## src/rtl/rptvm_pkg.sv

```systemverilog
package rptvm_pkg;

    localparam int GRID_SIZE       = 64;
    localparam int COORD_FRAC_BITS = 12;
    localparam int PROD_FRAC       = 16 + COORD_FRAC_BITS;
    localparam int VOXELS          = GRID_SIZE * GRID_SIZE * GRID_SIZE;
    localparam int ADDR_W          = $clog2(VOXELS);
    localparam int COORD_W         = $clog2(GRID_SIZE);

    localparam int PIX_W    = 19;
    localparam int COEF_W   = 18;
    localparam int ROW_W    = 3 * COEF_W;
    localparam int SA_W     = 24;
    localparam int INT_W    = 16;
    localparam int IDX_W    = 18;
    localparam int SUM_W    = 64;
    localparam int WEIGHT_W = 40;
    localparam int FRAC_W   = 16;
    localparam int TERM_W   = FRAC_W + 1;
    localparam int Q_W      = INT_W + 32;
    localparam int Q_LO_W   = 24;
    localparam int Q_HI_W   = Q_W - Q_LO_W;
    localparam int PART_W   = TERM_W + Q_LO_W;

    localparam int ACC_W    = 48;
    localparam int IP_W     = ACC_W - PROD_FRAC;

    localparam int MUL_A_W  = 36;
    localparam int MUL_B_W  = 26;
    localparam int MUL_P_W  = MUL_A_W + MUL_B_W;

    localparam int PADDR_W  = 5;
    localparam int PDATA_W  = 64;

    localparam logic [ACC_W-1:0] CENTRE =
        ACC_W'(GRID_SIZE - 1) << (PROD_FRAC - 1);

    localparam logic [1:0] REG_ROW_X = 2'd0;
    localparam logic [1:0] REG_ROW_Y = 2'd1;
    localparam logic [1:0] REG_ROW_Z = 2'd2;

    localparam logic [ROW_W-1:0] ROW_X_RST = ROW_W'(65536);
    localparam logic [ROW_W-1:0] ROW_Y_RST = ROW_W'(65536) << COEF_W;
    localparam logic [ROW_W-1:0] ROW_Z_RST = ROW_W'(65536) << (2 * COEF_W);

    typedef enum logic [3:0] {
        ST_CLEAR,
        ST_IDLE,
        ST_RD_ADDR,
        ST_RD_DATA,
        ST_ROT_MUL,
        ST_ROT_ACC,
        ST_ROT_CHK,
        ST_DIV_WAIT,
        ST_W_P1,
        ST_W_P2,
        ST_W_RND,
        ST_W_QLO,
        ST_W_QHI,
        ST_W_WR
    } t_state;

    typedef struct packed {
        logic                we;
        logic [ADDR_W-1:0]   addr;
        logic [SUM_W-1:0]    sum;
        logic [WEIGHT_W-1:0] weight;
    } t_store_wr;

endpackage

```

## src/rtl/rptvm_mul.sv

```systemverilog
module rptvm_mul
    import rptvm_pkg::*;
(
    input  logic                      i_clk,
    input  logic signed [MUL_A_W-1:0] i_a,
    input  logic signed [MUL_B_W-1:0] i_b,
    output logic signed [MUL_P_W-1:0] o_p
);

    logic signed [MUL_P_W-1:0] r_p;

    always_ff @(posedge i_clk) begin
        r_p <= MUL_P_W'(i_a) * MUL_P_W'(i_b);
    end

    assign o_p = r_p;

endmodule

```

## config.mk

```make
export PLATFORM = sky130hd
export DESIGN_NAME = rptvm_mul
export DESIGN_NICKNAME = d
export VERILOG_FILES = /design/src/rtl/rptvm_pkg.sv /design/src/rtl/rptvm_mul.sv
export SDC_FILE = /design/constraint.sdc
export NUM_CORES = 2
export LEC_CHECK = 0
export ABC_AREA = 0
export BUFFER_PORTS_ARGS = -buffer_cell sky130_fd_sc_hd__buf_2
export CAP_MARGIN = 20
export CORE_MARGIN = 4
export CORE_UTILIZATION = 40
export CTS_CLUSTER_SIZE = 40
export DETAILED_ROUTE_END_ITERATION = 8
export PLACE_DENSITY = 0.57
export SETUP_SLACK_MARGIN = 0.5
export SYNTH_ARGS = -nofsm -noshare
export SYNTH_HDL_FRONTEND = slang
export SYNTH_SLANG_ARGS = --single-unit
```

## constraint.sdc

```tcl
create_clock -name i_clk -period 10.6 [get_ports i_clk]
set_input_delay 1.06 -clock i_clk [delete_from_list [all_inputs] [get_ports i_clk]]
set_output_delay 1.06 -clock i_clk [all_outputs]
set_load 0.01 [all_outputs]
```

Yosys cells after proc, flatten, opt, wreduce, memory -nomap -nowiden
Index checks and enable logic that the tools add are counted.
{"block": "totals", "out_inout_bits": 62, "ff_bits": 62, "wordCells": 2}
{"block": "classes", "mul": 1}
{"cell": "36-bit by 26-bit multiplier with 62-bit output", "count": 1}

Depth between registers and ports, before layout
{"block": "depth", "word_depth": 1, "mapped_depth": 28}

Worst setup path after synthesis
Ideal clock, no wire load.
{"block": "synth_timing", "path_type": "input -> register", "start": "input port i_b[3]", "end": "register r_p[58] (netlist: o_p[58])", "setup_ns": 0.134, "path_stages": 25, "t_required_ns": 10.466, "n_path_buf": 3, "path_slack_ns": 2.853, "arrival_ns": 7.614, "cell_sequence": "clkbuf_1 > clkbuf_1 > and2_1 > fa_1 > fa_1 > inv_1 > fa_1 > inv_1 > fa_1 > fa_1 > fa_1 > inv_1 > fa_1 > inv_1 > ha_1 > clkbuf_1 > a21oi_1 > o21ai_1 > nor4_1 > o21ai_0 > a22oi_1 > o21ai_1 > o41ai_2 > mux2i_1 > o2111ai_1"}
{"block": "synth_between", "elab_chain_len": 1}
{"element": "start: declaration", "line_no": "rptvm_mul.sv:6", "text": "input logic signed [MUL_B_W-1:0] i_b,"}
{"element": "36-bit by 26-bit multiplier with 62-bit output", "line_no": "rptvm_mul.sv:13", "text": "r_p <= MUL_P_W'(i_a) * MUL_P_W'(i_b);"}
{"element": "end signal: assignment", "line_no": "rptvm_mul.sv:13"}
{"element": "end: declaration", "line_no": "rptvm_mul.sv:10", "text": "logic signed [MUL_P_W-1:0] r_p;"}
Every way passes these cells.

Worst setup path after layout
{"block": "layout_timing", "start": "input port i_b[2]", "end": "register r_p[51] (netlist: o_p[51])"}
The elaborated chain is that of the path after synthesis.

==> flow_summary.yaml <==
drt:
  wl_per_cell_um: 19.6
  drt_wl_total_um: 90900
  drt-vias-per-instance: 5.00
  wl_met1_um: 38400
  met2_wirelength_um: 45400
  route.detailed.drc: 0
  top_layer_used: "met5"
  wl_met3_um: 4700
  drt_iter0_drc: 1383
  first_pass_iters: 5
  drtAntennaViolNets: 0
  detailroute.via_count: 23200
global_routing:
  grt-ovfl-total: 0
  grt_max_degree: 37
  grt_pass1_vias: 26000
  grt_pass1_wl_um: 150000
  grt_use_total: 0.217
  antenna_found_initial: 5
synthesis:
  syn_inst: 3585
  ys_seq_area_frac: 0.0372
  synth_fp_nets: 4764
  synthesis.area_um2: 33400
  async_reset_ff_frac: 0
  synth_enable_flop_cells: 0
  synth-seq-cells: 62
  synth_flop_cell: "dfxtp_1"
  syn_avg_cell_area_um2: 9.30
  yosysUniqueCellTypes: 51
  synth_warnings: 0
finish:
  drive_gt1_frac: 0.0474
  area_growth_pct: 5.24
  fin_nets: 4739
  stdcell_area_um2: 35100
  final_cell_count_no_fill: 4640
  largest_reg_flops: 62
  nFillCells: 8104
critical_path:
  critPathRequiredTime_ps: 10870
  cp_max_fo: 36
  start_kind: "primary input"
  cp.arrival_ps: 9260
  cp-end-kind: "flip-flop"
  crit_type: "in2reg"
timing:
  slew_viol_final: 0
  finalCriticalPeriod_ps: 8990
  fin_crit_sh: 0.849
  max_freq_ghz: 0.111
  tightest_slew_ps: 1090
  setup_viol: 0
  fin_setup_tns_ps: 0
  grt_setup_unrepaired: "no"
  relSlewSlack: 0.266
  hold_violations: 0
clock_tree:
  cts.sinks: 62
  cts_resized: 0
  cts_tree: "built"
  cts_max_path_buffers: 2
  cts_inserted_buffers: 9
  cts_root_buf: "clkbuf_16"
  clk_pin_slew_worst_paths_ps: 60
  htreeDepth: 3
  postCtsHoldBufs: 0
  post-cts-setup-buffer-count: 0
die:
  die_h_um: 297
  placementRows: 105
  core_um2: 82400
  die_w_um: 297
  initial_core_util: 0.405
  die_area_um2: 88100
  ios: 125
place:
  dpl_cell_area_um2: 34800
  place_hpwl_um: 73500
  gp_congestion: 0.915
  placed_cells: 4619
  io_buffer_count: 124
hold_path:
  hold_path.class: "in2reg"
status:
  status: "finished clean"
run:
  max_cap_violations: 0
[final timing paths]
kind	from	to	slack (ps)	cells after the start
worst min-delay path	i_b[0]	o_p[0]	1240	2
worst max-delay path	i_b[2]	o_p[51]	1610	26
[layout make-up]
class	count	area, um2	area share
Timing Repair Buffer	146	786	0.0224
Sequential cell	62	1240	0.0354
Tap cell	1070	1340	0.0381
Clock inverter	7	72.6	0.00207
Multi-Input combinational cell	2446	28100	0.800
Inverter	895	3360	0.0957
Clock buffer	9	225	0.00642
Antenna cell	5	12.5	0.000356
[cell usage in the layout (no fill, tap or decap), types with 9 or more instances in the layout]
master     instances
o211ai_1           9
inv_1            895
clkbuf_16          9
and2_1           395
o21ai_0           31
fa_1             950
nand3_1           15
a21o_1            25
a21oi_1           52
buf_4             22
nand2b_1          15
xnor2_1           42
xor2_1            22
nor3_1            15
nor2_1            60
buf_2            124
dfxtp_1           62
nand2_1          549
ha_1             166
nand4_1           11
[cell usage after synthesis, types with 3 or more instances]
library cell  instances  share of area
o21bai_1              5         0.0011
ha_1                166          0.062
o2111ai_1             4         0.0011
xor2_1               22         0.0058
a211oi_1              6         0.0014
a31oi_1               7         0.0013
a221oi_1              4         0.0011
fa_1                950           0.57
nand2_1             549          0.062
o21a_1                5         0.0011
a21oi_1              52         0.0078
or2_2                 3        0.00056
nand4_1              11         0.0021
o31ai_1               6         0.0014
nand2b_1             15         0.0028
nand3_1              15         0.0023
and2_1              395          0.074
inv_1               895           0.10
o21ai_1               8         0.0012
nor2_1               60         0.0068
o21ai_0              31         0.0047
and3_1                4        0.00075
nor3_1               15         0.0023
nor4_1                4        0.00075
dfxtp_1              62          0.037
or3_1                 3        0.00056
a21o_1               25         0.0056
nor2b_1               7         0.0013
o211ai_1              9         0.0020
xnor2_1              42          0.011
clkbuf_1            179          0.020
a311oi_1              3        0.00079
[metal layers]
metal  GRT usage  up-vias
met4      0.0519        4
li1            -    10200
met2       0.378      627
met5           0        -
met3      0.0291      147
met1       0.289    12200
[kinds of logic after synthesis]
family,share of synthesized area
xor gates and xnor gates,0.0168
adders and majority gates,0.632
buffers and inverters,0.121
DFF,0.0372
AOI/OAI and AO/OA,0.0356
muxes,0.000300
and+or+nand+nor,0.156
[stage by stage]
stage,setup WS (ps),util,hold WS [ps]
2_1_floorplan,2850,-,1180
3_3_place_gp,1230,0.422,1460
3_5_place_dp,1240,0.422,1450
4_1_cts,1620,0.426,1210
5_1_grt,1240,0.426,1240
6_report,1610,0.426,1240
[worst max-delay path, stage by stage]
cell and delay, ps:
buf_2 660, nand2_1 170, fa_1 570, inv_1 50, fa_1 570, inv_1 70
fa_1 530, inv_1 50, fa_1 490, inv_1 60, fa_1 550, inv_1 50
fa_1 480, inv_1 50, fa_1 490, inv_1 50, ha_1 370, nand4_1 180
nor4_1 300, o21ai_1 200, a211o_1 490, a211oi_1 510, o21ai_1 220, o21ai_0 640
a21oi_1 190, xnor2_1 160
Power is not shown: default switching activity piles up to over one toggle a cycle in this logic, so the estimate is an artifact.
