--- config.mk ---
export PLATFORM = sky130hd
export DESIGN_NAME = rptvm_div
export DESIGN_NICKNAME = d
export VERILOG_FILES = /design/src/rtl/rptvm_pkg.sv /design/src/rtl/rptvm_div.sv
export SDC_FILE = /design/constraint.sdc
export NUM_CORES = 1
export LEC_CHECK = 0
export BUFFER_PORTS_ARGS = -buffer_cell sky130_fd_sc_hd__buf_2
export CAP_MARGIN = 0
export CORE_ASPECT_RATIO = 0.5
export CORE_MARGIN = 2
export CORE_UTILIZATION = 56
export DETAILED_ROUTE_END_ITERATION = 10
export GPL_TIMING_DRIVEN = 0
export PLACE_DENSITY = 0.85
export SETUP_SLACK_MARGIN = 0.3
export SKIP_LAST_GASP = 1
export SLEW_MARGIN = 20
export SYNTH_ARGS = -nofsm -noshare
export SYNTH_HDL_FRONTEND = slang
export SYNTH_SLANG_ARGS = --single-unit
--- constraint.sdc ---
create_clock -name i_clk -period 3.01 [get_ports i_clk]
set_clock_uncertainty 0.2 [all_clocks]
set_input_delay 0.4515 -clock i_clk [delete_from_list [all_inputs] [get_ports i_clk]]
set_output_delay 0.4515 -clock i_clk [all_outputs]
set_load 0.03 [all_outputs]
--- src/rtl/rptvm_pkg.sv ---
package rptvm_pkg;

    localparam int GRID_SIZE       = 64;
    localparam int COORD_FRAC_BITS = 12;
    localparam int PROD_FRAC       = 16 + COORD_FRAC_BITS;
    localparam int VOXELS          = GRID_SIZE * GRID_SIZE * GRID_SIZE;
    localparam int ADDR_W          = $clog2(VOXELS);
    localparam int COORD_W         = $clog2(GRID_SIZE);

    localparam int PIX_W    = 19;
    localparam int COEF_W   = 18;
    localparam int ROW_W    = 3 * COEF_W;
    localparam int SA_W     = 24;
    localparam int INT_W    = 16;
    localparam int IDX_W    = 18;
    localparam int SUM_W    = 64;
    localparam int WEIGHT_W = 40;
    localparam int FRAC_W   = 16;
    localparam int TERM_W   = FRAC_W + 1;
    localparam int Q_W      = INT_W + 32;
    localparam int Q_LO_W   = 24;
    localparam int Q_HI_W   = Q_W - Q_LO_W;
    localparam int PART_W   = TERM_W + Q_LO_W;

    localparam int ACC_W    = 48;
    localparam int IP_W     = ACC_W - PROD_FRAC;

    localparam int MUL_A_W  = 36;
    localparam int MUL_B_W  = 26;
    localparam int MUL_P_W  = MUL_A_W + MUL_B_W;

    localparam int PADDR_W  = 5;
    localparam int PDATA_W  = 64;

    localparam logic [ACC_W-1:0] CENTRE =
        ACC_W'(GRID_SIZE - 1) << (PROD_FRAC - 1);

    localparam logic [1:0] REG_ROW_X = 2'd0;
    localparam logic [1:0] REG_ROW_Y = 2'd1;
    localparam logic [1:0] REG_ROW_Z = 2'd2;

    localparam logic [ROW_W-1:0] ROW_X_RST = ROW_W'(65536);
    localparam logic [ROW_W-1:0] ROW_Y_RST = ROW_W'(65536) << COEF_W;
    localparam logic [ROW_W-1:0] ROW_Z_RST = ROW_W'(65536) << (2 * COEF_W);

    typedef enum logic [3:0] {
        ST_CLEAR,
        ST_IDLE,
        ST_RD_ADDR,
        ST_RD_DATA,
        ST_ROT_MUL,
        ST_ROT_ACC,
        ST_ROT_CHK,
        ST_DIV_WAIT,
        ST_W_P1,
        ST_W_P2,
        ST_W_RND,
        ST_W_QLO,
        ST_W_QHI,
        ST_W_WR
    } t_state;

    typedef struct packed {
        logic                we;
        logic [ADDR_W-1:0]   addr;
        logic [SUM_W-1:0]    sum;
        logic [WEIGHT_W-1:0] weight;
    } t_store_wr;

endpackage

--- src/rtl/rptvm_div.sv ---
module rptvm_div
    import rptvm_pkg::*;
(
    input  logic            i_clk,
    input  logic            i_rst_n,
    input  logic            i_start,
    input  logic [INT_W-1:0] i_intensity,
    input  logic [SA_W-1:0] i_solid_angle,
    output logic            o_done,
    output logic [Q_W-1:0]  o_quotient
);

    localparam int CNT_W = $clog2(Q_W + 1);

    logic             r_busy, n_busy;
    logic [CNT_W-1:0] r_cnt, n_cnt;
    logic [SA_W:0]    r_rem, n_rem;
    logic [Q_W-1:0]   r_quo, n_quo;
    logic [SA_W-1:0]  r_den, n_den;
    logic [SA_W:0]    rem_sh;

    always_ff @(posedge i_clk) begin
        if (!i_rst_n) begin
            r_busy <= 1'b0;
            r_cnt  <= '0;
        end else begin
            r_busy <= n_busy;
            r_cnt  <= n_cnt;
        end
        r_rem <= n_rem;
        r_quo <= n_quo;
        r_den <= n_den;
    end

    always_comb begin
        n_busy = r_busy;
        n_cnt  = r_cnt;
        n_rem  = r_rem;
        n_quo  = r_quo;
        n_den  = r_den;
        rem_sh = {r_rem[SA_W-1:0], r_quo[Q_W-1]};
        if (i_start) begin
            n_busy = 1'b1;
            n_cnt  = '0;
            n_rem  = '0;
            n_quo  = {i_intensity, 32'd0};
            n_den  = (i_solid_angle == '0) ? SA_W'(1) : i_solid_angle;
        end else if (r_busy) begin
            if (rem_sh >= {1'b0, r_den}) begin
                n_rem = rem_sh - {1'b0, r_den};
                n_quo = {r_quo[Q_W-2:0], 1'b1};
            end else begin
                n_rem = rem_sh;
                n_quo = {r_quo[Q_W-2:0], 1'b0};
            end
            n_cnt = r_cnt + CNT_W'(1);
            if (r_cnt == CNT_W'(Q_W - 1)) begin
                n_busy = 1'b0;
            end
        end
    end

    assign o_done     = !r_busy;
    assign o_quotient = r_quo;

endmodule

* Yosys cells after proc, flatten, opt, wreduce, memory -nomap -nowiden *
Index checks and enable logic that the tools add are counted.

storage, ports and cells
  register bits after elaboration = 103
  input port bits = 43
  output and inout port bits = 49
  word-level logic and storage cells = 22

operators by class
  $add $sub $neg = 2
  $lt $le $gt $ge = 1
  equal/unequal tests = 1
  mux-type cells = 7
  bitwise logic cells = 1
  reductions and logical operators = 4

operators with widths
  kind                                                            number
  48-bit 2-to-1 mux                                               2
  25-bit by 24-bit >= comparator with 1-bit output                1
  24-bit zero test                                                1
  24-bit 2-to-1 mux                                               1
  24-bit subtractor                                               1
  6-bit by 1-bit adder with 6-bit output (second input constant)  1
  6-bit == test (second input constant)                           1
  1-bit 2-to-1 mux                                                4
  2-bit nonzero test                                              1
  2-bit OR reduction                                              1
  1-bit zero test                                                 1
  1-bit NOT                                                       1

* Longest topological paths before layout *
  depth after elaboration = 4
  mapped depth = 12
  gate-level depth less buffers = 12

* Worst setup path after synthesis *
OpenSTA, ideal clock, no wires.

  path kind = reg-to-reg
  from = register r_quo[47], in the netlist o_quotient[47]
  to = register r_rem[22]
  setup time = 119 ps
  arrival = 2566 ps
  required time = 2691 ps
  path slack = 124 ps
  stages on the path, launching flop included = 13
  path buffers = 0
  clock period less this slack = 2886 ps
  path through = edfxtp_1 -> inv_1 -> ha_1 -> fa_1 -> nand2b_2 -> a21oi_1 -> a211oi_2 -> o211ai_2 -> o31a_1 -> a211o_1 -> a21oi_2 -> xor2_1 -> o21ai_1

between the ends
  longest elaborated chain between the ends = 2
  elaborated cells on any way between the ends = 3
  classes of those cells = 1 x add/sub; 1 x order compare; 1 x mux

ends and longest elaborated chain
  element                                                                                line                              RTL
  start, declared                                                                        rptvm_div.sv:18                   logic [Q_W-1:0] r_quo, n_quo;
  start signal, assigned                                                                 rptvm_div.sv:31                   r_quo <= n_quo;
  24-bit subtractor or 25-bit by 24-bit >= comparator with 1-bit output (tied branches)  rptvm_div.sv:50, rptvm_div.sv:49
  24-bit 2-to-1 mux (*)                                                                  rptvm_div.sv:49                   if (rem_sh >= {1'b0, r_den}) begin
  end signal, assigned                                                                   rptvm_div.sv:30                   r_rem <= n_rem;
  end, declared                                                                          rptvm_div.sv:17                   logic [SA_W:0] r_rem, n_rem;

Mark *: on every way between the ends. The rest lies on a longest branch, timed or not.
A chain may end at the register's enable or synchronous reset.

* Worst setup path after layout *
Ends and elaborated chain as after synthesis.

==> reports/results.ini <==
[logic_synthesis]
yosysUniqueCellTypes=58
synth_area_leaders=dfxtp_1 (24%), edfxtp_1 (23%), mux2i_1 (6.3%)
synth-main-ff-cell=dfxtp_1
syn-cell-area_mm2=0.00526
synth_most_common_cell=nor2_1
ys_seq_area_share_pct=46.8
ys_ff_latch=103
synth_common_cells=nor2_1 (69), dfxtp_1 (63), nand2_1 (56)
synth.avg_cell_area_um2=9.56
synthCells=550
ys.warnings.count=0
syn_nets=619
async_flop_share_pct=0
synth_top_area_share_pct=24.0
synth-edff-count=40
synth_top_cell_by_area=dfxtp_1

[final_layout]
layout.cells.non_filler=786
layout.nets=733
syn_to_final_growth_pct=24.9
drive_gt1_share_pct=28.3
fin_area_mm2=0.00657
final_util_pct=73.6
n_antenna_cell=0

[power_and_ir_drop]
p_leak_nw=2.78
irDropWorstVdd_v=0.000328
swShare_pct=31.6
power_density_mw_per_mm2=549
clockPowerShare_pct=32.2
seqPwrFrac_pct=43.8
switching_power_mw=1.14
comb_power_share_pct=23.9
internal_power_mw=2.47

[min_path]
hold_depth=2
hold_start=i_rst_n
hold_end=r_busy
min_path_type=input pin to register

[sta]
finalSetupTns_ns=0
relSlewSlack_pct=47.9
holdWs_ns=0.121
drv_slew=0
rsz0062_at_grt=yes
worstMarginPinSlew_ns=0.782
finalCritPeriodShare_pct=96.0
min_period_ns=2.89
setup_viol=0
fmax_ghz=0.346
hold_violations=0

[global_route]
gr-total-overflow=0
grt_pass1_wl_um=20700
antenna_found_initial=0
grt_pass1_vias=4246
grt_max_degree=26
grt_use_total_pct=26.0

[floorplan]
dieHeight_um=72.5
num_io_pins=92
die_area_mm2=0.0102
coreArea_mm2=0.00892
start_util_pct=58.9
fp-row-count=24
dieWidth_um=141

[critical_path]
crit_required_ns=3.06
rrSetupSlack_ns=0.12
worst_r2r_startpoint=o_quotient[47]
critical_path_peak_fanout=3
path_class=register to register
reg2regPathDepth=12
end_kind=register
r2r-end=r_rem[22]
startpoint=o_quotient[47]
cp.arrival_ns=2.94
worstSetupStartpointType=register

[routing]
drtIter0Drc=400
drc=0
ant_nets=0
vias=4567
wl_per_cell_um=17.9
viasPerCell=5.81
dr.pass1.iters=5
wl_um=14100

[clock_network]
cts_tree=built
cts_sinks=103
cts_buffer_depth=2
htreeDepth=3
root_buffer=clkbuf_16
clock_latency_ns=0.36
cts-buffers-inserted=9
postCtsHoldBufs=0
clkTransAtPathRegs_ns=0.08

[run_status]
outcome=complete, no violations

[run]
cap_viol_max_count=0

[placement]
place_congestion=0.938
placed_cell_area_mm2=0.00586
place_inst=758
io_buffers=91
dp.final_hpwl_um=9050

cells in the final DEF (no fill, tap or decap), drive strengths merged, types with 4 or more instances in the layout:
master  instances
xnor2          12
a311oi         15
a21oi          31
o21bai          4
buf           113
edfxtp         40
ha             25
dfxtp          63
nor2           70
nand3           6
a22o           14
nand2b          8
nor4            6
nor3            7
mux2i          33
nand4           8
clkbuf         46
nand2          56
o21ai          16
a21o            6
inv            34
xor2           10
o211ai          6
a211oi          8
area by class of cell:
class | count | area, µm²
multi-input combinational | 370 | 2780
sequential | 103 | 2460
fill | 605 | 2350
timing repair buffer | 103 | 557
clock buffer | 9 | 225
buffer | 47 | 210
tap | 117 | 146
inverter | 30 | 113
clock inverter | 7 | 73.8
cell families after synthesis:
family | count (synthesis) | share of synthesized area (%)
AO/OA/AOI/OAI | 115 | 16.2
flip-flops | 103 | 46.8
buffers and inverters | 77 | 6.02
multiplexers | 33 | 6.28
adder cells (fa/ha/maj) | 26 | 6.33
AND/OR/NAND/NOR | 174 | 14.7
XOR/XNOR | 22 | 3.67
what timing repair did:
item,CTS,global route
gates cloned,2,0
pin swaps,7,33
setup endpoints to repair,21,24
buffers inserted,4,6
resized for setup,12,55
power by group through the flow:
stage	combinational [mW]	sequential (mW)	clock, mW
global route	0.921	1.59	1.22
global placement	0.666	1.60	0
CTS	0.723	1.57	1.17
floorplan	0.473	1.64	0
detailed placement	0.683	1.60	0
finish	0.863	1.58	1.16
flip-flops by register name (all words and copies together), names as in the netlist:
name	flops
r_den	24
o_quotient	48
r_busy	1
r_rem	24
r_cnt	6
critical path, cell delays in order (launching register included):
cell and delay, ns:
edfxtp_1 0.41, inv_2 0.08, ha_4 0.14, fa_2 0.23, nand2b_4 0.16, a21oi_4 0.07, a211oi_4 0.27, o211ai_2 0.17
o31a_1 0.34, a211o_1 0.31, a21oi_2 0.15, xor2_1 0.17, o21ai_1 0.07
stage by stage:
stage / setup slack, ns / power, mW
after floorplan: 0.274 / 2.11
after global placement: 0.167 / 2.27
after detailed placement: 0.112 / 2.29
after CTS: 0.298 / 3.46
after global routing: 0.0481 / 3.72
final: 0.120 / 3.60
routing by layer:
metal | GRT usage [%] | share of wire, %
met1 | 34.5 | 42
met2 | 42.7 | 48
met3 | 6.40 | 8.0
met4 | 8.22 | 1.9
met5 | 0 | 0
worst max path at each step:
stage	to	cells after the start
2_1_floorplan	r_rem[22]	12
3_3_place_gp	r_rem[22]	12
3_5_place_dp	r_rem[19]	12
4_1_cts	r_rem[22]	12
5_1_grt	r_rem[22]	12
6_report	r_rem[22]	12
(Power assumes the default switching activity.)
